**src/hw/rtl/ecg_srp_pkg.sv**
```systemverilog
package ecg_srp_pkg;

    // Record format codes.
    localparam logic [1:0] C_FMT_3CH = 2'd0;
    localparam logic [1:0] C_FMT_4CH = 2'd1;
    localparam logic [1:0] C_FMT_9CH = 2'd2;
    localparam logic [1:0] C_FMT_NONE = 2'd3;

    // Auxiliary slot code that selects a rail voltage.
    localparam logic [1:0] C_SLOT_RAIL = 2'd3;

    localparam int C_LANES = 9;
    localparam int C_REC_BYTES = 16;

    // Sample scaling: (x >>> 4) * 1653 / 1206, saturated to 12 bits.
    localparam logic signed [30:0] C_SCALE_MUL = 31'sd1653;
    // Products at or beyond these bounds saturate the quotient.
    localparam logic signed [30:0] C_PROD_HI = 31'sd2469888;
    localparam logic signed [30:0] C_PROD_LO = -31'sd2471094;
    // Exact reciprocal of 1206 for magnitudes below 2^22.
    localparam logic [22:0] C_DIV_RECIP = 23'd7122666;
    localparam int C_DIV_SHIFT = 33;
    localparam logic [11:0] C_ELEM_MAX = 12'h7FF;
    localparam logic [11:0] C_ELEM_MIN = 12'h800;

    // Exact reciprocal of 20 for 16-bit rail values.
    localparam logic [16:0] C_RAIL_RECIP = 17'd104858;
    localparam int C_RAIL_SHIFT = 21;

    typedef struct packed {
        logic signed [23:0] sample_0;
        logic signed [23:0] sample_1;
        logic signed [23:0] sample_2;
        logic signed [23:0] sample_3;
        logic signed [23:0] sample_4;
        logic signed [23:0] sample_5;
        logic signed [23:0] sample_6;
        logic signed [23:0] sample_7;
        logic signed [23:0] sample_8;
        logic               pd_ready;
        logic [23:0]        accel_bytes;
        logic [63:0]        rail_voltages;
    } t_in_item;

    typedef struct packed {
        logic [7:0] out_byte;
        logic       last_byte;
    } t_out_item;

    // Pipeline advance strobes shared by all lanes.
    typedef struct packed {
        logic s1;
        logic s2;
        logic s3;
    } t_lane_adv;

    // Packed record: byte 0 leaves first.
    typedef struct packed {
        logic [C_REC_BYTES-1:0][7:0] bytes;
        logic [3:0]                  last_idx;
    } t_record;

endpackage

```
**src/hw/rtl/ecg_srp_lane.sv**
```systemverilog
module ecg_srp_lane (
    input  logic                  i_clk,
    input  ecg_srp_pkg::t_lane_adv i_adv,
    input  logic signed [23:0]    i_sample,
    output logic [11:0]           o_elem
);

    logic signed [30:0] w_shift_ext;
    logic signed [30:0] w_prod;
    logic signed [30:0] r_prod;
    logic signed [30:0] w_mag;
    logic [44:0]        w_qprod;
    logic [11:0]        r_quot;
    logic               r_neg;
    logic               r_hi;
    logic               r_lo;
    logic [11:0]        r_elem;
    logic [11:0]        n_elem;

    // Stage 1: arithmetic shift by 4 and multiply by the scale constant.
    assign w_shift_ext = {{11{i_sample[23]}}, i_sample[23:4]};
    assign w_prod = w_shift_ext * ecg_srp_pkg::C_SCALE_MUL;

    always_ff @(posedge i_clk) begin
        if (i_adv.s1) begin
            r_prod <= w_prod;
        end
    end

    // Stage 2: saturation detect, magnitude and reciprocal multiply.
    assign w_mag = r_prod[30] ? -r_prod : r_prod;
    assign w_qprod = {23'd0, w_mag[21:0]} * {22'd0, ecg_srp_pkg::C_DIV_RECIP};

    always_ff @(posedge i_clk) begin
        if (i_adv.s2) begin
            r_quot <= w_qprod[ecg_srp_pkg::C_DIV_SHIFT +: 12];
            r_neg  <= r_prod[30];
            r_hi   <= (r_prod >= ecg_srp_pkg::C_PROD_HI);
            r_lo   <= (r_prod <= ecg_srp_pkg::C_PROD_LO);
        end
    end

    // Stage 3: restore the sign and apply the 12-bit limits.
    always_comb begin
        if (r_hi) begin
            n_elem = ecg_srp_pkg::C_ELEM_MAX;
        end else if (r_lo) begin
            n_elem = ecg_srp_pkg::C_ELEM_MIN;
        end else if (r_neg) begin
            n_elem = -r_quot;
        end else begin
            n_elem = r_quot;
        end
    end

    always_ff @(posedge i_clk) begin
        if (i_adv.s3) begin
            r_elem <= n_elem;
        end
    end

    assign o_elem = r_elem;

endmodule

```
**config.mk**
```make
export PLATFORM = sky130hd
export DESIGN_NAME = ecg_srp_lane
export DESIGN_NICKNAME = d
export VERILOG_FILES = /design/src/hw/rtl/ecg_srp_pkg.sv /design/src/hw/rtl/ecg_srp_lane.sv
export SDC_FILE = /design/constraint.sdc
export NUM_CORES = 1
export LEC_CHECK = 0
export BUFFER_PORTS_ARGS = -buffer_cell sky130_fd_sc_hd__buf_2
export CAP_MARGIN = 20
export CORE_UTILIZATION = 65
export CTS_CLUSTER_DIAMETER = 60
export DETAILED_ROUTE_END_ITERATION = 10
export PLACE_DENSITY_LB_ADDON = 0.05
export RECOVER_POWER = 25
export SLEW_MARGIN = 20
export SYNTH_ARGS = -nofsm -noshare
export SYNTH_HDL_FRONTEND = slang
export SYNTH_SLANG_ARGS = --single-unit
```
**constraint.sdc**
```tcl
create_clock -name i_clk -period 20.2 [get_ports i_clk]
set_input_delay 3.03 -clock i_clk [delete_from_list [all_inputs] [get_ports i_clk]]
set_output_delay 3.03 -clock i_clk [all_outputs]
set_load 0.03 [all_outputs]
```
==> reports/qor.yml <==
floorplanning:
  die-height_um: 162.9
  num_rows: 58
  die_w_um: 162.9
  ios: 40
  coreArea_um2: 25250
  fp.dieArea_um2: 26520
  initial_core_util: 0.6659
finish:
  final_nets: 2375
  drive_gt1_frac: 0.03733
  stdcell_count: 2071
  antennaDiodeCount: 0
  area_growth_pct: 5.364
  fill_cells: 1993
place:
  gp_congestion: 0.9252
  placed_cells: 2055
  io_buffers: 35
  dp_hpwl_mm: 31.38
cts:
  path_clk_slew_ns: 0.06
  cts.sinks: 58
  ctsHoldBuffers: 0
  clockRootBuffer: "clkbuf_16"
  cts_max_path_buffers: 2
  numCtsBuffers: 9
  cts_resized: 0
  cts_tree: "built"
  cts_setup_buffers: 0
  htree_num_levels: 3
  clock_latency_ns: 0.35
critical_path:
  r2r-end: "r_quot[11]$_DFFE_PP_"
  reg2reg_slack_ns: 10.34
  path_max_fanout: 11
  critPathArrivalTime_ns: 9.94
  r2r-start: "r_prod[0]$_DFFE_PP_"
  endpoint_kind: "flip-flop"
  rr_worst_depth: 27
  cp-start-kind: "flip-flop"
  crit_type: "reg2reg"
  cp.required_ns: 20.28
logic_synthesis:
  async_flop_share: 0
  syn_area_per_cell_um2: 9.916
  yosysSeqAreaShare: 0.1036
  synth_warnings: 0
  synth.most_common_cell: "inv_1"
  synth.top_cells.by_count: "inv_1 (533), fa_1 (306), ha_1 (305)"
  netlist.area_leader.share: 0.3643
  ys_seq_elements: 58
  yosysTopAreaCell: "fa_1"
  syn_area_um2: 16820
  syn_nets: 2335
  yosys-top-cells-area: "fa_1 (36%), ha_1 (23%), inv_1 (12%), edfxtp_1 (10%), xnor2_1 (3.5%)"
  yosys.cell_types.count: 56
  synth_flop_cell: "edfxtp_1"
  synthCells: 1696
  synth_edf_count: 58
run:
  maxCapViolCount: 0
global_routing:
  grt_max_degree: 32
  grt_usage: 0.2842
  grt_pass1_vias: 11620
  use_met1: 0.3746
  grt_overflow: 0
  busiest_layer: "met2"
  use_met3: 0.03387
  grt_pass1_wl_mm: 57.39
  antenna_found_initial: 0
  met2_usage: 0.5062
timing:
  finalHoldViolations: 0
  max_slew_margin: 0.2725
  fmax_mhz: 101.4
  fin_skew_ns: 0.01610
  setup_viol: 0
  setup_tns_ns: 0
  slew_viol_final: 0
  rsz0062_at_grt: "no"
  fin_crit_sh: 0.4880
  tightest_slew_ns: 1.084
  fin_crit_ns: 9.857
hold_path:
  min_to: "o_elem[10]$_SDFFCE_PP1P_"
  hold_depth: 2
  min-delay-start: "r_quot[10]$_DFFE_PP_"
  worstHoldPathType: "reg2reg"
routing:
  via_per_inst: 5.356
  finalWirelength_mm: 35.15
  drt_iter0_markers: 652
  dr_total_vias: 11090
  routedWlPerCell_um: 16.97
  drc: 0
  drtAntennaViolNets: 0
  firstDrtPassIters: 5
run_status:
  status: "finished clean"
## cell usage in the layout (no fill, tap or decap), types with 4 or more instances in the layout
cell       count
nand4_1       12
nor2_1        37
buf_4          6
nor2b_1       10
edfxtp_1      58
or3_1          8
clkbuf_16      9
nand2_1       52
nor4_1         5
and2_1         7
a21o_1        24
xor2_1        24
xnor2_1       68
o31ai_1        9
o21bai_1      17
clkbuf_1       4
and3_1         7
buf_2         31
ha_1         305
mux2i_1        4
nor3_1        13
o21ai_0       39
a31oi_1       12
o41ai_1        5
a21oi_1       53
fa_1         306
nand3_1       16
nand2b_1       7
inv_1        533
## cells by family after synthesis
group                      share of synthesized area
buffers and inverters                         0.1221
AOI/OAI and AO/OA                            0.07537
and+or+nand+nor                              0.05684
DFF                                           0.1036
adders and majority gates                     0.5912
muxes                                       0.003050
xor gates and xnor gates                     0.04791
## layer usage
layer / share of wire / wire length [µm] / up-vias
met4: 0.012 / 418 / 0
met3: 0.033 / 1174 / 27
met2: 0.51 / 17780 / 181
met1: 0.45 / 15780 / 5490
li1: - / - / 5395
met5: 0 / 0 / -
## layout make-up
class	count	area, µm²	share of cell area
Tap cell	330	412.9	0.02330
Timing Repair Buffer	41	215.2	0.01215
Inverter	533	2001	0.1129
Clock buffer	9	225.2	0.01271
Clock inverter	7	101.3	0.005720
Sequential cell	58	1742	0.09829
Multi-Input combinational cell	1093	13020	0.7349
## worst max path at each step
stage | start | end | slack [ns] | cells past startpoint
after CTS | r_prod[0]$_DFFE_PP_ | r_quot[11]$_DFFE_PP_ | 10.32 | 27
after detailed placement | r_prod[0]$_DFFE_PP_ | r_quot[11]$_DFFE_PP_ | 10.36 | 27
after floorplan | r_prod[0]$_DFFE_PP_ | r_quot[11]$_DFFE_PP_ | 11.77 | 27
after global routing | r_prod[0]$_DFFE_PP_ | r_quot[11]$_DFFE_PP_ | 9.88 | 27
after global placement | r_prod[0]$_DFFE_PP_ | r_quot[11]$_DFFE_PP_ | 10.47 | 27
final | r_prod[0]$_DFFE_PP_ | r_quot[11]$_DFFE_PP_ | 10.34 | 27
## worst max-delay path: stages, from the launching register on
cell	delay (ns)
edfxtp_1	0.62
or3_1	0.45
or3_4	0.35
or2_4	0.28
or3_1	0.34
o31a_1	0.31
xnor2_1	0.36
inv_1	0.29
fa_1	0.56
fa_1	0.54
inv_1	0.07
fa_1	0.53
inv_1	0.05
fa_1	0.52
fa_1	0.44
fa_1	0.55
inv_1	0.05
fa_1	0.49
inv_1	0.04
ha_1	0.34
o21ai_0	0.21
nor2_1	0.07
nor3_1	0.25
o221ai_1	0.27
a221oi_1	0.78
o21ai_0	0.34
o41ai_1	0.37
xnor2_1	0.12
## through the flow
step / utilization / hold slack, ns / cell area (µm²) / setup WS [ns]
floorplan: - / 0.5241 / 16820 / 11.77
global placement: 0.6889 / 0.6339 / 17400 / 10.47
detailed placement: 0.6889 / 0.6530 / 17400 / 10.36
CTS: 0.7018 / 0.6595 / 17720 / 10.32
global route: 0.7016 / 0.6947 / 17720 / 9.878
finish: 0.7016 / 0.6583 / 17720 / 10.34
## registers in the layout, indices dropped and copies added, names as in the netlist
| register | flops |
|---|---|
| o_elem | 12 |
| r_neg | 1 |
| r_hi | 1 |
| r_prod | 31 |
| r_lo | 1 |
| r_quot | 12 |
Power is not shown: default switching activity piles up to over one toggle a cycle in this logic, so the estimate is an artifact.
