$ cat config.mk
export PLATFORM = sky130hd
export DESIGN_NAME = ecg_srp_serial
export DESIGN_NICKNAME = d
export VERILOG_FILES = /design/src/hw/rtl/ecg_srp_pkg.sv /design/src/hw/rtl/ecg_srp_serial.sv
export SDC_FILE = /design/constraint.sdc
export NUM_CORES = 1
export LEC_CHECK = 0
export ABC_CLOCK_PERIOD_IN_PS = 14900
export BUFFER_PORTS_ARGS = -buffer_cell sky130_fd_sc_hd__buf_2
export CORE_ASPECT_RATIO = 1.75
export CORE_MARGIN = 5
export CORE_UTILIZATION = 56
export CTS_BUF_LIST = sky130_fd_sc_hd__clkbuf_4 sky130_fd_sc_hd__clkbuf_8 sky130_fd_sc_hd__clkbuf_16
export DETAILED_ROUTE_END_ITERATION = 8
export GPL_ROUTABILITY_DRIVEN = 0
export GPL_TIMING_DRIVEN = 0
export PLACE_DENSITY = 0.87
export REMOVE_ABC_BUFFERS = 1
export SETUP_SLACK_MARGIN = 0.02
export SLEW_MARGIN = 20
export SYNTH_ARGS = -nofsm -noshare
export SYNTH_HDL_FRONTEND = slang
export SYNTH_SLANG_ARGS = --single-unit
$ cat constraint.sdc
create_clock -name i_clk -period 14.9 [get_ports i_clk]
set_clock_uncertainty 0.2 [all_clocks]
set_input_delay 0.745 -clock i_clk [delete_from_list [all_inputs] [get_ports i_clk]]
set_output_delay 0.745 -clock i_clk [all_outputs]
set_load 0.05 [all_outputs]
$ cat src/hw/rtl/ecg_srp_pkg.sv
package ecg_srp_pkg;

    // Record format codes.
    localparam logic [1:0] C_FMT_3CH = 2'd0;
    localparam logic [1:0] C_FMT_4CH = 2'd1;
    localparam logic [1:0] C_FMT_9CH = 2'd2;
    localparam logic [1:0] C_FMT_NONE = 2'd3;

    // Auxiliary slot code that selects a rail voltage.
    localparam logic [1:0] C_SLOT_RAIL = 2'd3;

    localparam int C_LANES = 9;
    localparam int C_REC_BYTES = 16;

    // Sample scaling: (x >>> 4) * 1653 / 1206, saturated to 12 bits.
    localparam logic signed [30:0] C_SCALE_MUL = 31'sd1653;
    // Products at or beyond these bounds saturate the quotient.
    localparam logic signed [30:0] C_PROD_HI = 31'sd2469888;
    localparam logic signed [30:0] C_PROD_LO = -31'sd2471094;
    // Exact reciprocal of 1206 for magnitudes below 2^22.
    localparam logic [22:0] C_DIV_RECIP = 23'd7122666;
    localparam int C_DIV_SHIFT = 33;
    localparam logic [11:0] C_ELEM_MAX = 12'h7FF;
    localparam logic [11:0] C_ELEM_MIN = 12'h800;

    // Exact reciprocal of 20 for 16-bit rail values.
    localparam logic [16:0] C_RAIL_RECIP = 17'd104858;
    localparam int C_RAIL_SHIFT = 21;

    typedef struct packed {
        logic signed [23:0] sample_0;
        logic signed [23:0] sample_1;
        logic signed [23:0] sample_2;
        logic signed [23:0] sample_3;
        logic signed [23:0] sample_4;
        logic signed [23:0] sample_5;
        logic signed [23:0] sample_6;
        logic signed [23:0] sample_7;
        logic signed [23:0] sample_8;
        logic               pd_ready;
        logic [23:0]        accel_bytes;
        logic [63:0]        rail_voltages;
    } t_in_item;

    typedef struct packed {
        logic [7:0] out_byte;
        logic       last_byte;
    } t_out_item;

    // Pipeline advance strobes shared by all lanes.
    typedef struct packed {
        logic s1;
        logic s2;
        logic s3;
    } t_lane_adv;

    // Packed record: byte 0 leaves first.
    typedef struct packed {
        logic [C_REC_BYTES-1:0][7:0] bytes;
        logic [3:0]                  last_idx;
    } t_record;

endpackage

$ cat src/hw/rtl/ecg_srp_serial.sv
module ecg_srp_serial (
    input  logic                   i_clk,
    input  logic                   i_rst_n,
    input  logic                   i_rec_valid,
    input  ecg_srp_pkg::t_record   i_rec,
    output logic                   o_rec_take,
    output logic                   o_out_valid,
    input  logic                   i_out_stall,
    output ecg_srp_pkg::t_out_item o_out_data
);

    ecg_srp_pkg::t_record r_rec;
    logic [3:0]           r_idx;
    logic                 r_busy;
    logic                 w_out_acc;
    logic                 w_at_last;

    assign w_out_acc = r_busy && !i_out_stall;
    assign w_at_last = (r_idx == r_rec.last_idx);

    // A new record loads when idle or as the final byte of the current one leaves.
    assign o_rec_take = i_rec_valid && (!r_busy || (w_out_acc && w_at_last));

    always_ff @(posedge i_clk) begin
        if (!i_rst_n) begin
            r_busy <= 1'b0;
            r_idx  <= '0;
        end else if (o_rec_take) begin
            r_busy <= 1'b1;
            r_idx  <= '0;
        end else if (w_out_acc) begin
            if (w_at_last) begin
                r_busy <= 1'b0;
            end else begin
                r_idx <= r_idx + 4'd1;
            end
        end
    end

    // Record payload needs no reset.
    always_ff @(posedge i_clk) begin
        if (o_rec_take) begin
            r_rec <= i_rec;
        end
    end

    assign o_out_valid          = r_busy;
    assign o_out_data.out_byte  = r_rec.bytes[r_idx];
    assign o_out_data.last_byte = w_at_last;

endmodule

==> summary.md, run 1 <==
| Metric | Value |
|---|---|
| # diodes | 0 |
| Post-route DRC | 0 |
| First-pass GRT wire length | 16500 um |
| RSZ-0062 raised after global routing | no |
| GRT overflow | 0 |
| Number of max-cap violations | 0 |
| Root buffer cell | clkbuf_16 |
| Drt wl/cell | 20.9 um |
| Port Buffers | 146 |
| H-tree depth | 4 |
| Crit end category | primary output |
| Post-synth top flop | edfxtp_1 |
| Cells after Synth | 214 |
| CP Data Arrival Time | 2.90 ns |
| Gr usage total | 0.195 |
| Detail Route Antenna Nets | 0 |
| Clock sink count | 137 |
| Hold crit path type | primary input to flop |
| Clock transition at path regs | 0.06 ns |
| Detailed-router iteration count before antenna repair | 4 |
| Post-CTS Setup Repair Bufs | 0 |
| Reg2reg end | r_rec[78] |
| Resized cells post-CTS | 0 |
| CP Max Fanout | 57 |
| Seq cells post-synth | 137 |
| Synth warnings | 0 |
| Crit path to | o_rec_take |
| Crit path from | r_idx[3] |
| Die width | 83.7 um |
| WL final | 10600 um |
| Worst VDD drop | 0.101 mV |
| R2r worst-path depth | 5 |
| Largest net degree at the start of global routing | 61 |
| CTS Buf Count | 17 |
| Total power | 0.000969 W |
| Min Tclk post-route | 3.84 ns |
| EDFF count, synth | 132 |
| Via/cell ratio | 5.35 |
| IO Count | 147 |
| Final #Nets | 508 |
| DR WL met2 | 6230 um |
| Initial antenna violation count | 0 |
| Number of instances in the placed design | 474 |
| Cell Rows | 47 |
| Non-Filler Instances | 506 |
| Post-CTS Hold Fix Bufs | 0 |
| Slew Limit Headroom | 0.467 |
| Syn-to-layout area delta | 28.7% |
| Wire length on met1 | 3660 um |
| Die Height | 139 um |
| Die area | 0.0116 mm2 |
| Post-synth top area cell | edfxtp_1 |
| Final core occ | 0.728 |
| Async SR Flop Fraction | 0 |
| Critical path type | flop to primary output |
| Worst Tran Pin Value | 0.799 ns |
| Max Fclk | 260 MHz |
| Clock Path Buffers | 2 |
| Vias in the first global route | 3171 |
| R2R setup slack | 12.19 ns |
| Worst setup SP type | flop |
| Core area | 0.00941 mm2 |
| Sequential area share after synthesis | 0.764 |
| Routed via count | 2709 |
| Met3 WL post-DR | 470 um |
| Top cell type's share of synthesized area | 0.745 |
| Final worst path period share | 0.258 |
| Hold slack final | 0.305 ns |
| Power per Cell Area | 142 mW/mm2 |
| Leakage | 2.56 nW |
| WP data required | 13.95 ns |
| Setup violators final | 0 |
| Initial DRC count | 147 |
| Area contributors post-synth | edfxtp_1 74%, mux4_1 9.4%, mux4_2 8.9% |
| Max Transition Viols Final | 0 |
| Setup TNS | 0 ns |
| Clk_lat worst skew | 0.41 ns |
| Synthesized cell area | 0.00532 mm2 |
| Fraction of layout cells with a size suffix above 1 | 0.534 |
| Initial Utilization | 0.566 |
| Status | completed |
| Top sig layer | met4 |
| Syn avg cell area | 24.9 um2 |
| Final hold vios | 0 |
| Synth cell types | 26 |
| Worst r2r src | r_idx[3] |
| CTS tree | done |
| HPWL after DPL | 7210 um |
==> cell families after synthesis <==
kind of cell | Yosys count | synth area share
adder cells (fa/ha/maj) | 1 | 0.00235
AO/OA/AOI/OAI | 8 | 0.0108
XOR/XNOR | 5 | 0.00823
buffers and inverters | 13 | 0.0202
flip-flops | 137 | 0.764
AND/OR/NAND/NOR | 9 | 0.0101
multiplexers | 41 | 0.185
==> power by group <==
| group | internal (W) | switching [W] |
|---|---|---|
| clock network | 0.000300 | 0.000154 |
| registers | 0.000448 | 0.00000813 |
| logic | 0.0000295 | 0.0000288 |
==> Yosys cell counts (2+ instances only) <==
library cell / n
mux4_2: 21
nand4_1: 2
mux4_1: 19
edfxtp_1: 132
buf_6: 3
a21oi_1: 2
dfxtp_1: 5
buf_2: 4
buf_8: 2
inv_1: 2
xnor2_1: 5
nand2b_1: 2
nor2_1: 2
==> area by class of cell <==
class	count	area, um2
clock buffer	18	433
clock inverter	14	219
fill	575	2560
inverter	2	7.51
multi-input combinational	64	1150
sequential	137	4070
tap	122	153
timing repair buffer	149	813
==> sequential cells by signal, summed over array words and instances, names as in the netlist <==
signal / flops
r_idx: 4
r_rec: 132
o_out_valid: 1
==> how the worst min path moves through the flow <==
| stage | depth (start not counted) | slack [ns] | to | startpoint |
|---|---|---|---|---|
| detailed placement | 2 | 0.38 | o_out_valid | o_out_valid |
| global placement | 2 | 0.33 | o_out_valid | o_out_valid |
| floorplan | 2 | 0.48 | r_idx[3] | r_idx[3] |
| finish | 1 | 0.31 | r_rec[17] | i_rec[17] |
| global route | 1 | 0.28 | r_rec[105] | i_rec[105] |
| CTS | 1 | 0.29 | r_rec[105] | i_rec[105] |
==> placed cells by master (no fill, tap or decap), drive strengths merged <==
master and instances:
nand4 2, nor2 2, nand2b 2, xnor2 5, clkbuf 18, and2 1, a21oi 2, inv 6
o221ai 1, a21boi 1, dfxtp 5, mux4 40, a41oi 1, edfxtp 132, ha 1, clkinvlp 1
o21ai 1, a21bo 1, bufinv 5, or4 1, o31ai 1, nand3b 1, mux2i 1, buf 149
clkinv 4
==> per-layer routing <==
| layer | track usage | vias to the layer above |
|---|---|---|
| met5 | 0 | - |
| met1 | 0.202 | 1345 |
| met3 | 0.0458 | 15 |
| met4 | 0.0983 | 0 |
| li1 | - | 1259 |
| met2 | 0.360 | 90 |
==> through the flow <==
| stage | instance area [um2] | setup slack (ns) |
|---|---|---|
| floorplan | 5220 | 8.64 |
| global placement | 6100 | 6.87 |
| detailed placement | 6190 | 11.42 |
| CTS | 6850 | 10.95 |
| global route | 6850 | 10.75 |
| finish | 6850 | 11.06 |
==> critical path, cell delays in order (launching register included) <==
cell,delay (ns)
dfxtp_1,0.84
xnor2_1,0.22
nand4_1,0.18
o21ai_0,0.24
and2_4,0.36
buf_16,0.29
buf_2,0.32
No activity file was read; power rests on OpenSTA's default activity.
==> run 2, diff against run 1 <==
ABC_CLOCK_PERIOD_IN_PS = 3900   (was 14900)
CORE_UTILIZATION = 52   (was 56)
PLACE_DENSITY = 0.81   (was 0.87)
clock period = 3.9 ns   (was 14.9 ns; I/O delays follow)
==> run 2 against run 1 <==
  * The run now fails in clock tree synthesis
  * Synthesized area unchanged
  * Synthesized cell count unchanged
==> summary.md, run 2 <==
| Metric | Value |
|---|---|
| Seq cells post-synth | 137 |
| Initial Utilization | 0.523 |
| Post-CTS Setup Repair Bufs | 0 |
| Post-synth top area cell | edfxtp_1 |
| Last step reached | clock tree synthesis |
| H-tree depth | 4 |
| Synthesized cell area | 0.00532 mm2 |
| First error | [ERROR RSZ-0060] Max buffer count reached. |
| Async SR Flop Fraction | 0 |
| Top-count cell post-synth | edfxtp_1 |
| Die width | 86.5 um |
| Synth cell types | 26 |
| Post-CTS Hold Fix Bufs | 103 |
| Area contributors post-synth | edfxtp_1 74%, mux4_1 9.4%, mux4_2 8.9% |
| IO Count | 147 |
| Die Height | 144 um |
| Dpl ws | 0.757 ns |
| Status | did not finish |
| Number of instances in the placed design | 479 |
| Resized cells post-CTS | 0 |
| Clock sink count | 137 |
| Port Buffers | 146 |
| Synth warnings | 0 |
| Cells after Synth | 214 |
| HPWL after DPL | 7270 um |
| Syn avg cell area | 24.9 um2 |
| CTS Buf Count | 17 |
| EDFF count, synth | 132 |
| Commonest cells post-synth | 132 x edfxtp_1, 21 x mux4_2, 19 x mux4_1 |
| Clock Path Buffers | 2 |
| Root buffer cell | clkbuf_16 |
| Cell Rows | 49 |
| Post-synth top flop | edfxtp_1 |
| Sequential area share after synthesis | 0.764 |
| Top cell type's share of synthesized area | 0.745 |
[run 2: cell counts after synthesis]
Identical to the previous run, type by type.
[run 2: stage by stage]
step	setup TNS, ns	hold slack [ns]	util	cell area [um2]
after global placement	-425.56	0.171	0.600	6110
after detailed placement	0	0.173	0.608	6190
after floorplan	-284.56	0.0939	-	5220
[run 2: kinds of logic after synthesis]
family	synth area share
flops	0.764
mux	0.185
buf+inv	0.0202
simple gates	0.0101
compound gates	0.0108
xor+xnor	0.00823
fa+ha+maj	0.00235
==> run 3, diff against run 2 <==
CORE_ASPECT_RATIO = not set   (was 1.75)
CORE_UTILIZATION = 40   (was 52)
CTS_BUF_LIST = not set   (was sky130_fd_sc_hd__clkbuf_4 sky130_fd_sc_hd__clkbuf_8 sky130_fd_sc_hd__clkbuf_16)
PLACE_DENSITY = not set   (was 0.81)
PLACE_DENSITY_LB_ADDON = 0.15   (was not set)
SETUP_SLACK_MARGIN = not set   (was 0.02)
==> run 3 against run 2 <==
  * Synthesized cell count did not move
  * The flow again stops in clock tree synthesis
  * Synthesized area did not move
==> summary.md, run 3 <==
| Metric | Value |
|---|---|
| Mux cell area share after synthesis | 0.185 |
| Initial Utilization | 0.405 |
| Die Height | 125 um |
| Clock Path Buffers | 2 |
| Adder-Cell Fraction of Synth Area | 0.00235 |
| Status | did not finish |
| EDFF count, synth | 132 |
| Last step reached | clock tree synthesis |
| IO Count | 147 |
| Xor/xnor cell area share of the yosys netlist | 0.00823 |
| Commonest cells post-synth | 132 x edfxtp_1, 21 x mux4_2, 19 x mux4_1 |
| Area contributors post-synth | edfxtp_1 74%, mux4_1 9.4%, mux4_2 8.9% |
| Syn avg cell area | 24.9 um2 |
| Post-CTS Setup Repair Bufs | 0 |
| Post-CTS Hold Fix Bufs | 113 |
| Seq cells post-synth | 137 |
| Dpl ws | 0.883 ns |
| Async SR Flop Fraction | 0 |
| Synthesized cell area | 0.00532 mm2 |
| Post-synth top area cell | edfxtp_1 |
| Post-DP Area | 0.00626 mm2 |
| Compound-Gate Fraction of Synth Area | 0.0108 |
| Cells after Synth | 214 |
| Top cell type's share of synthesized area | 0.745 |
| HPWL after DPL | 7020 um |
| Post-synth top flop | edfxtp_1 |
| Die width | 125 um |
| Synth warnings | 0 |
| Top-count cell post-synth | edfxtp_1 |
| First error | [ERROR RSZ-0060] Max buffer count reached. |
| Largest family of logic cells by synthesized area | multiplexers |
| Root buffer cell | clkbuf_16 |
| Sequential area share after synthesis | 0.764 |
| CTS Buf Count | 17 |
| H-tree depth | 4 |
| Cell Rows | 42 |
| Resized cells post-CTS | 0 |
| Synth Area in Simple Gates | 0.0101 |
| Port Buffers | 146 |
| Synth cell types | 26 |
| Clock sink count | 137 |
-- run 3: cell counts after synthesis --
No cell type changed its count.
-- run 3: metrics by stage --
stage | instances | hold WS (ns)
2_1_floorplan | 203 | 0.0939
3_3_place_gp | 525 | 0.171
3_5_place_dp | 528 | 0.173
-- run 3: kinds of logic after synthesis --
kind of cell,Yosys count
AO/OA/AOI/OAI,8
flip-flops,137
AND/OR/NAND/NOR,9
multiplexers,41
XOR/XNOR,5
buffers and inverters,13
adder cells (fa/ha/maj),1
