**config.mk**
```make
export PLATFORM = sky130hd
export DESIGN_NAME = ecg_srp_merge
export DESIGN_NICKNAME = d
export VERILOG_FILES = /design/src/hw/rtl/ecg_srp_pkg.sv /design/src/hw/rtl/ecg_srp_merge.sv
export SDC_FILE = /design/constraint.sdc
export NUM_CORES = 1
export LEC_CHECK = 0
export ABC_AREA = 1
export BUFFER_PORTS_ARGS = -buffer_cell sky130_fd_sc_hd__buf_2
export CORE_ASPECT_RATIO = 1.1
export CORE_MARGIN = 5
export CORE_UTILIZATION = 25
export DETAILED_ROUTE_END_ITERATION = 7
export MAX_ROUTING_LAYER = met4
export PLACE_DENSITY = 0.56
export SKIP_CTS_REPAIR_TIMING = 1
export SYNTH_ARGS = -nofsm -noshare
export SYNTH_HDL_FRONTEND = slang
export SYNTH_SLANG_ARGS = --single-unit
```
**constraint.sdc**
```tcl
create_clock -name i_clk -period 1.9 [get_ports i_clk]
set_clock_uncertainty 0.05 [all_clocks]
set_input_delay 0.38 -clock i_clk [delete_from_list [all_inputs] [get_ports i_clk]]
set_output_delay 0.38 -clock i_clk [all_outputs]
set_load 0.005 [all_outputs]
```
**src/hw/rtl/ecg_srp_pkg.sv**
```systemverilog
package ecg_srp_pkg;

    // Record format codes.
    localparam logic [1:0] C_FMT_3CH = 2'd0;
    localparam logic [1:0] C_FMT_4CH = 2'd1;
    localparam logic [1:0] C_FMT_9CH = 2'd2;
    localparam logic [1:0] C_FMT_NONE = 2'd3;

    // Auxiliary slot code that selects a rail voltage.
    localparam logic [1:0] C_SLOT_RAIL = 2'd3;

    localparam int C_LANES = 9;
    localparam int C_REC_BYTES = 16;

    // Sample scaling: (x >>> 4) * 1653 / 1206, saturated to 12 bits.
    localparam logic signed [30:0] C_SCALE_MUL = 31'sd1653;
    // Products at or beyond these bounds saturate the quotient.
    localparam logic signed [30:0] C_PROD_HI = 31'sd2469888;
    localparam logic signed [30:0] C_PROD_LO = -31'sd2471094;
    // Exact reciprocal of 1206 for magnitudes below 2^22.
    localparam logic [22:0] C_DIV_RECIP = 23'd7122666;
    localparam int C_DIV_SHIFT = 33;
    localparam logic [11:0] C_ELEM_MAX = 12'h7FF;
    localparam logic [11:0] C_ELEM_MIN = 12'h800;

    // Exact reciprocal of 20 for 16-bit rail values.
    localparam logic [16:0] C_RAIL_RECIP = 17'd104858;
    localparam int C_RAIL_SHIFT = 21;

    typedef struct packed {
        logic signed [23:0] sample_0;
        logic signed [23:0] sample_1;
        logic signed [23:0] sample_2;
        logic signed [23:0] sample_3;
        logic signed [23:0] sample_4;
        logic signed [23:0] sample_5;
        logic signed [23:0] sample_6;
        logic signed [23:0] sample_7;
        logic signed [23:0] sample_8;
        logic               pd_ready;
        logic [23:0]        accel_bytes;
        logic [63:0]        rail_voltages;
    } t_in_item;

    typedef struct packed {
        logic [7:0] out_byte;
        logic       last_byte;
    } t_out_item;

    // Pipeline advance strobes shared by all lanes.
    typedef struct packed {
        logic s1;
        logic s2;
        logic s3;
    } t_lane_adv;

    // Packed record: byte 0 leaves first.
    typedef struct packed {
        logic [C_REC_BYTES-1:0][7:0] bytes;
        logic [3:0]                  last_idx;
    } t_record;

endpackage

```
**src/hw/rtl/ecg_srp_merge.sv**
```systemverilog
module ecg_srp_merge (
    input  logic                 i_clk,
    input  logic                 i_load,
    input  logic [8:0][11:0]     i_elem,
    input  logic [1:0]           i_fmt,
    input  logic [3:0]           i_flags,
    input  logic [7:0]           i_aux,
    output ecg_srp_pkg::t_record o_rec
);

    ecg_srp_pkg::t_record r_rec;
    ecg_srp_pkg::t_record n_rec;

    // Lay out the lane results, aux byte and flags for the selected format.
    always_comb begin
        n_rec = '0;
        case (i_fmt)
            ecg_srp_pkg::C_FMT_3CH: begin
                n_rec.bytes[0] = i_elem[0][11:4];
                n_rec.bytes[1] = {i_elem[0][3:0], i_elem[1][11:8]};
                n_rec.bytes[2] = i_elem[1][7:0];
                n_rec.bytes[3] = i_elem[2][11:4];
                n_rec.bytes[4] = {i_elem[2][3:0], i_flags};
                n_rec.bytes[5] = i_aux;
                n_rec.last_idx = 4'd5;
            end
            ecg_srp_pkg::C_FMT_4CH: begin
                n_rec.bytes[0] = i_elem[0][11:4];
                n_rec.bytes[1] = {i_elem[0][3:0], i_elem[1][11:8]};
                n_rec.bytes[2] = i_elem[1][7:0];
                n_rec.bytes[3] = i_elem[2][11:4];
                n_rec.bytes[4] = {i_elem[2][3:0], i_elem[8][11:8]};
                n_rec.bytes[5] = i_elem[8][7:0];
                n_rec.bytes[6] = i_aux;
                n_rec.bytes[7] = {4'd0, i_flags};
                n_rec.last_idx = 4'd7;
            end
            ecg_srp_pkg::C_FMT_9CH: begin
                for (int p = 0; p < 4; p++) begin
                    n_rec.bytes[3*p]     = i_elem[2*p][11:4];
                    n_rec.bytes[3*p + 1] = {i_elem[2*p][3:0], i_elem[2*p + 1][11:8]};
                    n_rec.bytes[3*p + 2] = i_elem[2*p + 1][7:0];
                end
                n_rec.bytes[12] = i_elem[8][11:4];
                n_rec.bytes[13] = {i_elem[8][3:0], 4'd0};
                n_rec.bytes[14] = i_aux;
                n_rec.bytes[15] = {4'd0, i_flags};
                n_rec.last_idx  = 4'd15;
            end
            default: begin
                n_rec = '0;
            end
        endcase
    end

    always_ff @(posedge i_clk) begin
        if (i_load) begin
            r_rec <= n_rec;
        end
    end

    assign o_rec = r_rec;

endmodule

```
==> results of run 1 <==
power breakdown:
part           internal [mW]  switching, mW
combinational          0.379          0.503
sequential              3.24         0.0556
clock                   1.96           1.30
total                   5.58           1.86
worst max path at each step:
stage,from,endpoint,slack (ns),cells after the start
final,o_rec[28],o_rec[28],0.48,1
after floorplan,i_fmt[0],o_rec[17],0.45,8
after detailed placement,i_fmt[0],o_rec[27],0.31,8
after CTS,o_rec[28],o_rec[28],0.46,1
after global routing,o_rec[28],o_rec[28],0.44,1
after global placement,i_fmt[0],o_rec[15],0.33,8
metal layers:
metal  vias up  wire (um)  track usage  part of all wire
met1      2156       7210        0.158              0.42
met3        11       1550       0.0473             0.091
li1       2391          -            -                 -
met4         0        140       0.0380            0.0082
met2       192       8160        0.219              0.48
met5         -          0            -                 0
final cells by class:
type	instances	area, sq um	share of cell area
Antenna cell	2	5.00	0.000628
Clock buffer	17	425	0.0534
Clock inverter	15	165	0.0207
Inverter	112	420	0.0527
Multi-Input combinational cell	349	1450	0.181
Sequential cell	123	3690	0.463
Tap cell	300	375	0.0471
Timing Repair Buffer	259	1440	0.181
cell usage in the layout, fill, tap and decap left out, drive strengths merged:
cell      count
buf         259
ha            5
nand3        48
diode         2
clkinvlp      1
inv         117
clkinv        7
a21oi        12
nand2       276
edfxtp      123
clkbuf       17
bufinv        2
conb          8
per-stage QoR:
| stage | setup slack [ns] | std cells |
|---|---|---|
| after floorplan | 0.450 | 624 |
| after global placement | 0.335 | 1143 |
| after detailed placement | 0.306 | 1143 |
| after CTS | 0.460 | 1175 |
| after global routing | 0.440 | 1177 |
| final | 0.485 | 1177 |
cells by family after synthesis:
| family | synth area share |
|---|---|
| other cells | 0.000652 |
| compound gates | 0.0104 |
| fa+ha+maj | 0.0109 |
| buf+inv | 0.114 |
| flops | 0.642 |
| simple gates | 0.222 |
==> results.txt, run 1 <==
status: finished, final reports clean
Crit-path slowest cell: edfxtp_1
hold path start: i_elem[92]
count leader, synth: nand2_1
RSZ-0062 raised after global routing: no
Total Power: 7.44 mW
die width: 155 um
first-pass GRT wire length: 26,200 um
Crit Path Category: register to primary output
setup_tns: 0 ns
Final min period: 1.42 ns
Yosys top cell area share: 0.642
core region area: 22,800 sq um
largest net degree at the start of global routing: 63
worst path cell trace: buf_2
arrival time worst endpoint: 0.99 ns
Worst setup SP type: register
Core Rows: 58
hold path depth: 3
CP Data Required Time: 1.47 ns
area leader, netlist: edfxtp_1
DR pass1 iterations: 6
IO Count: 256
# clock sinks: 123
drt first-iter violations: 255
clock-pin slew on the worst setup and hold paths: 0.06 ns
clock root cell: clkbuf_16
Final Max Slew Viols: 0
crit share post-route: 0.745
Die Ht: 169 um
Post-DP HPWL: 12,300 um
Num CTS Buffers: 17
GRT overflow: 0
Fillers: 2,397
Avg WL per Cell: 14.5 um
Post-DRT Antenna Nets: 0
fmax: 707 MHz
worst ir drop on vdd: 0.000531 V
EDFF count, synth: 123
syn avg cell area: 9.32 sq um
Max-Cap Viols: 0
Vias: 4,750
Top delay family on crit path: flip-flops
Total Wirelength: 17,100 um
final hold viol count: 0
top_reg_cell synth: edfxtp_1
P&R area growth vs syn: 38.6%
WHS Endpoint: o_rec[84]
max FFs per register: 123
Final Cell Area: 7970 sq um
Nets: 991
Port Buffer Count: 247
FF+latch count, synth: 123
Vias/cell: 4.04
Synth area leaders: edfxtp_1 (64%), nand2_1 (18%), inv_1 (7.3%)
total leakage power: 4.16 nW
CP max FO: 1
H-Tree Depth: 4
Tot GR Track Use: 0.134
vias in the first global route: 4,807
Placement Cell Area: 7380 sq um
Synth Warn #: 0
Max Buffers Root-to-Sink: 2
share of layout cells above drive strength 1: 0.335
library cells used by synthesis: 10
PwrDens: 933 nW/um^2
Hold Slack: 0.177 ns
asr flop ratio synth: 0
die area: 26,100 sq um
CTS tree: built
# setup viols final: 0
Critical Path Max Stage Delay: 0.41 ns
kind of end point of the critical path: primary output
Hold Crit Class: primary input to register
Placer Congestion: 0.777
post-layout util: 0.350
residual DRC count: 0
initial antenna violation count: 2
initial core utilization: 0.252
list of most frequent post-synthesis cells: nand2_1 (276), edfxtp_1 (123), inv_1 (112)
Mapped Cells: 617
WP buf/inv: 1
sequential share of the synthesized area: 0.642
Post-Syn Area: 5750 sq um
No activity file was read; power rests on OpenSTA's default activity.
==> run 2, diff against run 1 <==
--- a/config.mk
+++ b/config.mk
@@ -12,7 +12,7 @@
 export CORE_UTILIZATION = 25
 export DETAILED_ROUTE_END_ITERATION = 7
 export MAX_ROUTING_LAYER = met4
-export PLACE_DENSITY = 0.56
+export PLACE_DENSITY = 0.57
 export SKIP_CTS_REPAIR_TIMING = 1
 export SYNTH_ARGS = -nofsm -noshare
 export SYNTH_HDL_FRONTEND = slang
==> constraint.sdc (replaced) <==
create_clock -name i_clk -period 1.17 [get_ports i_clk]
set_clock_uncertainty 0.05 [all_clocks]
set_input_delay 0.234 -clock i_clk [delete_from_list [all_inputs] [get_ports i_clk]]
set_output_delay 0.234 -clock i_clk [all_outputs]
set_load 0.005 [all_outputs]
==> results.txt, run 2 (synthesized netlist as in run 1, its figures left out) <==
IO Count: 256 (unchanged)
Vias: 4,805 (was 4,750)
crit share post-route: 1.06
GRT overflow: 0 (unchanged)
Seq. cell area: 3690 sq um (unchanged)
worst ir drop on vdd: 0.000834 V (was 0.000531 V)
Max Buffers Root-to-Sink: 2 (unchanged)
Top delay family on crit path: flip-flops (unchanged)
Final Cell Area: 8130 sq um (was 7970 sq um)
Placer Congestion: 0.756 (was 0.777)
Crit Path Category: register to primary output (unchanged)
post-layout util: 0.357 (was 0.350)
Avg WL per Cell: 14.2 um (was 14.5 um)
commonest cells after routing, fill and taps aside: nand2_1 (276), buf_2 (245), edfxtp_1 (123) (was nand2_1 (276), buf_2 (246), edfxtp_1 (123))
most common cell after layout, fill and taps aside: nand2_1 (unchanged)
final hold viol count: 0 (unchanged)
max FFs per register: 123 (unchanged)
drt first-iter violations: 244 (was 255)
Fillers: 2,341 (was 2,397)
P&R area growth vs syn: 41.4% (was 38.6%)
clock-pin slew on the worst setup and hold paths: 0.06 ns (about the same)
Max-Cap Viols: 0 (unchanged)
WP buf/inv: 1 (unchanged)
initial core utilization: 0.252 (unchanged)
Tot GR Track Use: 0.131 (was 0.134)
clock root cell: clkbuf_16 (unchanged)
Hold Slack: 0.0250 ns (was 0.177 ns)
# clock sinks: 123 (unchanged)
die width: 155 um (unchanged)
PwrDens: 1550 nW/um^2 (was 933 nW/um^2)
Critical Path Max Stage Delay: 0.40 ns (was 0.41 ns)
DR pass1 iterations: 4 (was 6)
Vias/cell: 4.05 (was 4.04)
failing checks: negative setup slack
first-pass GRT wire length: 25,500 um (was 26,200 um)
final worst slack: -0.0745 ns (was 0.485 ns)
core region area: 22,800 sq um (unchanged)
status: finished, violations left (was finished, final reports clean)
Post-DP HPWL: 12,200 um (was 12,300 um)
CP Data Required Time: 0.89 ns (was 1.47 ns)
Total Wirelength: 16,800 um (was 17,100 um)
Post-DRT Antenna Nets: 0 (unchanged)
RSZ-0062 raised after global routing: yes (was no)
# setup viols final: 111 (was 0)
worst path cell trace: buf_2 (unchanged)
total leakage power: 4.24 nW (was 4.16 nW)
Core Rows: 58 (unchanged)
kind of end point of the critical path: primary output (unchanged)
CTS tree: built (unchanged)
Port Buffer Count: 247 (unchanged)
Die Ht: 169 um (unchanged)
H-Tree Depth: 4 (unchanged)
die area: 26,100 sq um (unchanged)
residual DRC count: 0 (unchanged)
fmax: 804 MHz
multi-input logic area: 1460 sq um (was 1450 sq um)
Worst setup SP type: register (unchanged)
vias in the first global route: 4,691 (was 4,807)
Num CTS Buffers: 17 (unchanged)
initial antenna violation count: 1 (was 2)
Hold Crit Class: primary input to register (unchanged)
arrival time worst endpoint: 0.96 ns (was 0.99 ns)
Final Max Slew Viols: 0 (unchanged)
Final min period: 1.24 ns
share of layout cells above drive strength 1: 0.345 (was 0.335)
largest net degree at the start of global routing: 60 (was 63)
Placement Cell Area: 7480 sq um (was 7380 sq um)
Nets: 1,000 (was 991)
CP max FO: 1 (unchanged)
Crit-path slowest cell: edfxtp_1 (unchanged)
run 2: cell types whose count changed in the layout (fill, tap and decap cells not counted), moves of 2 or more:
cell       delta
buf_12        +2
clkinv_1      -2
buf_4         +7
bufinv_16     +2
inv_1         -2
run 2: power by group:
group | switching [mW] | internal, mW | total, mW
clock | 2.11 | 3.62 | 5.74
sequential | 0.0932 | 5.27 | 5.36
combinational | 0.815 | 0.652 | 1.47
total | 3.02 | 9.54 | 12.6
run 2: layout make-up:
cell class,count,area share
multi-input combinational,349,0.179
inverter,112,0.0520
tap,300,0.0462
timing repair buffer,268,0.189
antenna,1,0.000308
sequential,123,0.454
clock buffer,18,0.0528
clock inverter,14,0.0257
run 2: path summary, 6_finish.rpt:
check | slack (ns) | startpoint | end | cells after the start
worst max-delay path | -0.07 | o_rec[75] | o_rec[75] | 1
worst min-delay path | 0.02 | i_elem[85] | o_rec[93] | 3
run 2: per-layer routing:
metal / track usage / vias to the layer above / share of wire
li1: - / 2403 / -
met1: 0.147 / 2191 / 0.41
met2: 0.217 / 189 / 0.49
met3: 0.0422 / 22 / 0.083
met4: 0.0534 / 0 / 0.019
met5: - / - / 0
run 2: metrics by stage:
stage               total power, mW  setup TNS [ns]  setup slack, ns  std cells
floorplan                      6.04               0         0.000248        624
global placement               6.93          -14.84           -0.228       1152
detailed placement             6.96          -16.80           -0.247       1152
CTS                            12.8           -6.39           -0.125       1184
global route                   13.2           -9.14           -0.135       1185
finish                         12.6           -2.57          -0.0745       1185
==> run 3, diff against run 2 <==
--- a/config.mk
+++ b/config.mk
@@ -13,6 +13,8 @@
 export DETAILED_ROUTE_END_ITERATION = 7
 export MAX_ROUTING_LAYER = met4
 export PLACE_DENSITY = 0.57
+export RECOVER_POWER = 50
+export SETUP_SLACK_MARGIN = 0.05
 export SKIP_CTS_REPAIR_TIMING = 1
 export SYNTH_ARGS = -nofsm -noshare
 export SYNTH_HDL_FRONTEND = slang
==> results.txt, run 3 (synthesized netlist as in run 1, its figures left out) <==
Top delay family on crit path: flip-flops (unchanged)
arrival time worst endpoint: 0.95 ns (was 0.96 ns)
initial core utilization: 0.252 (unchanged)
GRT overflow: 0 (unchanged)
final hold viol count: 0 (unchanged)
DR pass1 iterations: 5 (was 4)
Nets: 1,008 (was 1,000)
PwrDens: 1500 nW/um^2 (was 1550 nW/um^2)
Vias: 4,861 (was 4,805)
worst path cell trace: buf_2 (unchanged)
Max Buffers Root-to-Sink: 2 (unchanged)
Avg WL per Cell: 14.9 um (was 14.2 um)
worst ir drop on vdd: 0.000868 V (was 0.000834 V)
Worst Tran Pin Value: 0.649 ns
Crit-path slowest cell: edfxtp_1 (unchanged)
Max-Cap Viols: 0 (unchanged)
Post-DP HPWL: 13,200 um (was 12,200 um)
Total Wirelength: 17,800 um (was 16,800 um)
CTS tree: built (unchanged)
core region area: 22,800 sq um (unchanged)
fmax: 807 MHz (was 804 MHz)
Tot GR Track Use: 0.139 (was 0.131)
Critical Path Max Stage Delay: 0.40 ns (about the same)
Core Rows: 58 (unchanged)
Num CTS Buffers: 17 (unchanged)
P&R area growth vs syn: 43.1% (was 41.4%)
sequential power share: 0.435 (was 0.427)
Post-DRT Antenna Nets: 0 (unchanged)
max FFs per register: 123 (unchanged)
die area: 26,100 sq um (unchanged)
first-pass GRT wire length: 27,000 um (was 25,500 um)
RSZ-0062 raised after global routing: yes (unchanged)
clock root cell: clkbuf_16 (unchanged)
Place WS: -0.336 ns (was -0.247 ns)
most common cell after layout, fill and taps aside: nand2_1 (unchanged)
failing checks: negative setup slack (unchanged)
initial antenna violation count: 4 (was 1)
status: finished, violations left (unchanged)
Hold Crit Class: primary input to register (unchanged)
Placer Congestion: 0.795 (was 0.756)
final worst slack: -0.0686 ns (was -0.0745 ns)
Worst setup SP type: register (unchanged)
WP buf/inv: 1 (unchanged)
# setup viols final: 96 (was 111)
Comb pwr share: 0.125 (was 0.117)
total leakage power: 4.27 nW (was 4.24 nW)
residual DRC count: 0 (unchanged)
# clock sinks: 123 (unchanged)
Final Max Slew Viols: 0 (unchanged)
share of layout cells above drive strength 1: 0.348 (was 0.345)
clock-pin slew on the worst setup and hold paths: 0.06 ns (about the same)
Clk network pwr share: 0.440 (was 0.457)
vias in the first global route: 4,908 (was 4,691)
Fillers: 2,338 (was 2,341)
CP Data Required Time: 0.89 ns (about the same)
crit share post-route: 1.06 (about the same)
net switching power: 3.00 mW (was 3.02 mW)
Port Buffer Count: 247 (unchanged)
die width: 155 um (unchanged)
Die Ht: 169 um (unchanged)
CP max FO: 1 (unchanged)
commonest cells after routing, fill and taps aside: nand2_1 (276), buf_2 (246), edfxtp_1 (123) (was nand2_1 (276), buf_2 (245), edfxtp_1 (123))
Crit Path Category: register to primary output (unchanged)
drt first-iter violations: 222 (was 244)
kind of end point of the critical path: primary output (unchanged)
Slew headroom: 0.567
IO Count: 256 (unchanged)
Hold Slack: 0.0353 ns (was 0.0250 ns)
internal power: 9.31 mW (was 9.54 mW)
Final min period: 1.24 ns (about the same)
H-Tree Depth: 4 (unchanged)
largest net degree at the start of global routing: 44 (was 60)
Sw Share: 0.244 (was 0.241)
Vias/cell: 4.06 (was 4.05)
-- run 3: cell types whose count changed in the layout (fill, tap and decap cells not counted), moves of 2 or more --
cell        before  now
inv_6            4    2
clkinv_2         0    2
clkinvlp_4       1    3
clkbuf_1         1    3
diode_2          1    4
buf_4           11    9
inv_12           0    2
buf_12          11   15
clkbuf_4         0    3
-- run 3: metrics by stage --
stage	cell area (sq um)	setup TNS, ns	std cells	power [mW]	util
2_1_floorplan	5910	0	624	6.04	-
3_3_place_gp	7670	-23.83	1160	7.02	0.336
3_5_place_dp	7670	-26.04	1160	7.05	0.336
4_1_cts	8270	-5.98	1192	12.6	0.363
5_1_grt	8230	-8.49	1196	12.9	0.361
6_report	8230	-1.88	1196	12.3	0.361
-- run 3: worst paths after layout --
kind                  startpoint   endpoint  slack, ns  cells past startpoint
worst max-delay path   o_rec[71]  o_rec[71]      -0.07                      1
worst min-delay path  i_elem[63]  o_rec[71]       0.04                      3
-- run 3: per-layer routing --
metal,vias to the layer above,wire (um),global-route usage
li1,2426,-,-
met3,17,1820,0.0555
met2,208,8730,0.233
met4,0,325,0.0407
met1,2210,6920,0.154
met5,-,0,-
-- run 3: final cells by class --
type                            instances  area (sq um)  share of cell area
Antenna cell                            4          10.0             0.00122
Inverter                              112           445              0.0541
Timing Repair Buffer                  276          1640               0.199
Clock inverter                         14           170              0.0207
Tap cell                              300           375              0.0456
Sequential cell                       123          3690               0.449
Multi-Input combinational cell        349          1470               0.178
Clock buffer                           18           429              0.0521
-- run 3: power groups by stage --
stage	clock, mW	sequential, mW	combinational (mW)
finish	5.41	5.36	1.54
global route	5.77	5.40	1.74
CTS	5.59	5.37	1.60
detailed placement	0	5.46	1.60
global placement	0	5.44	1.57
floorplan	0	5.50	0.539
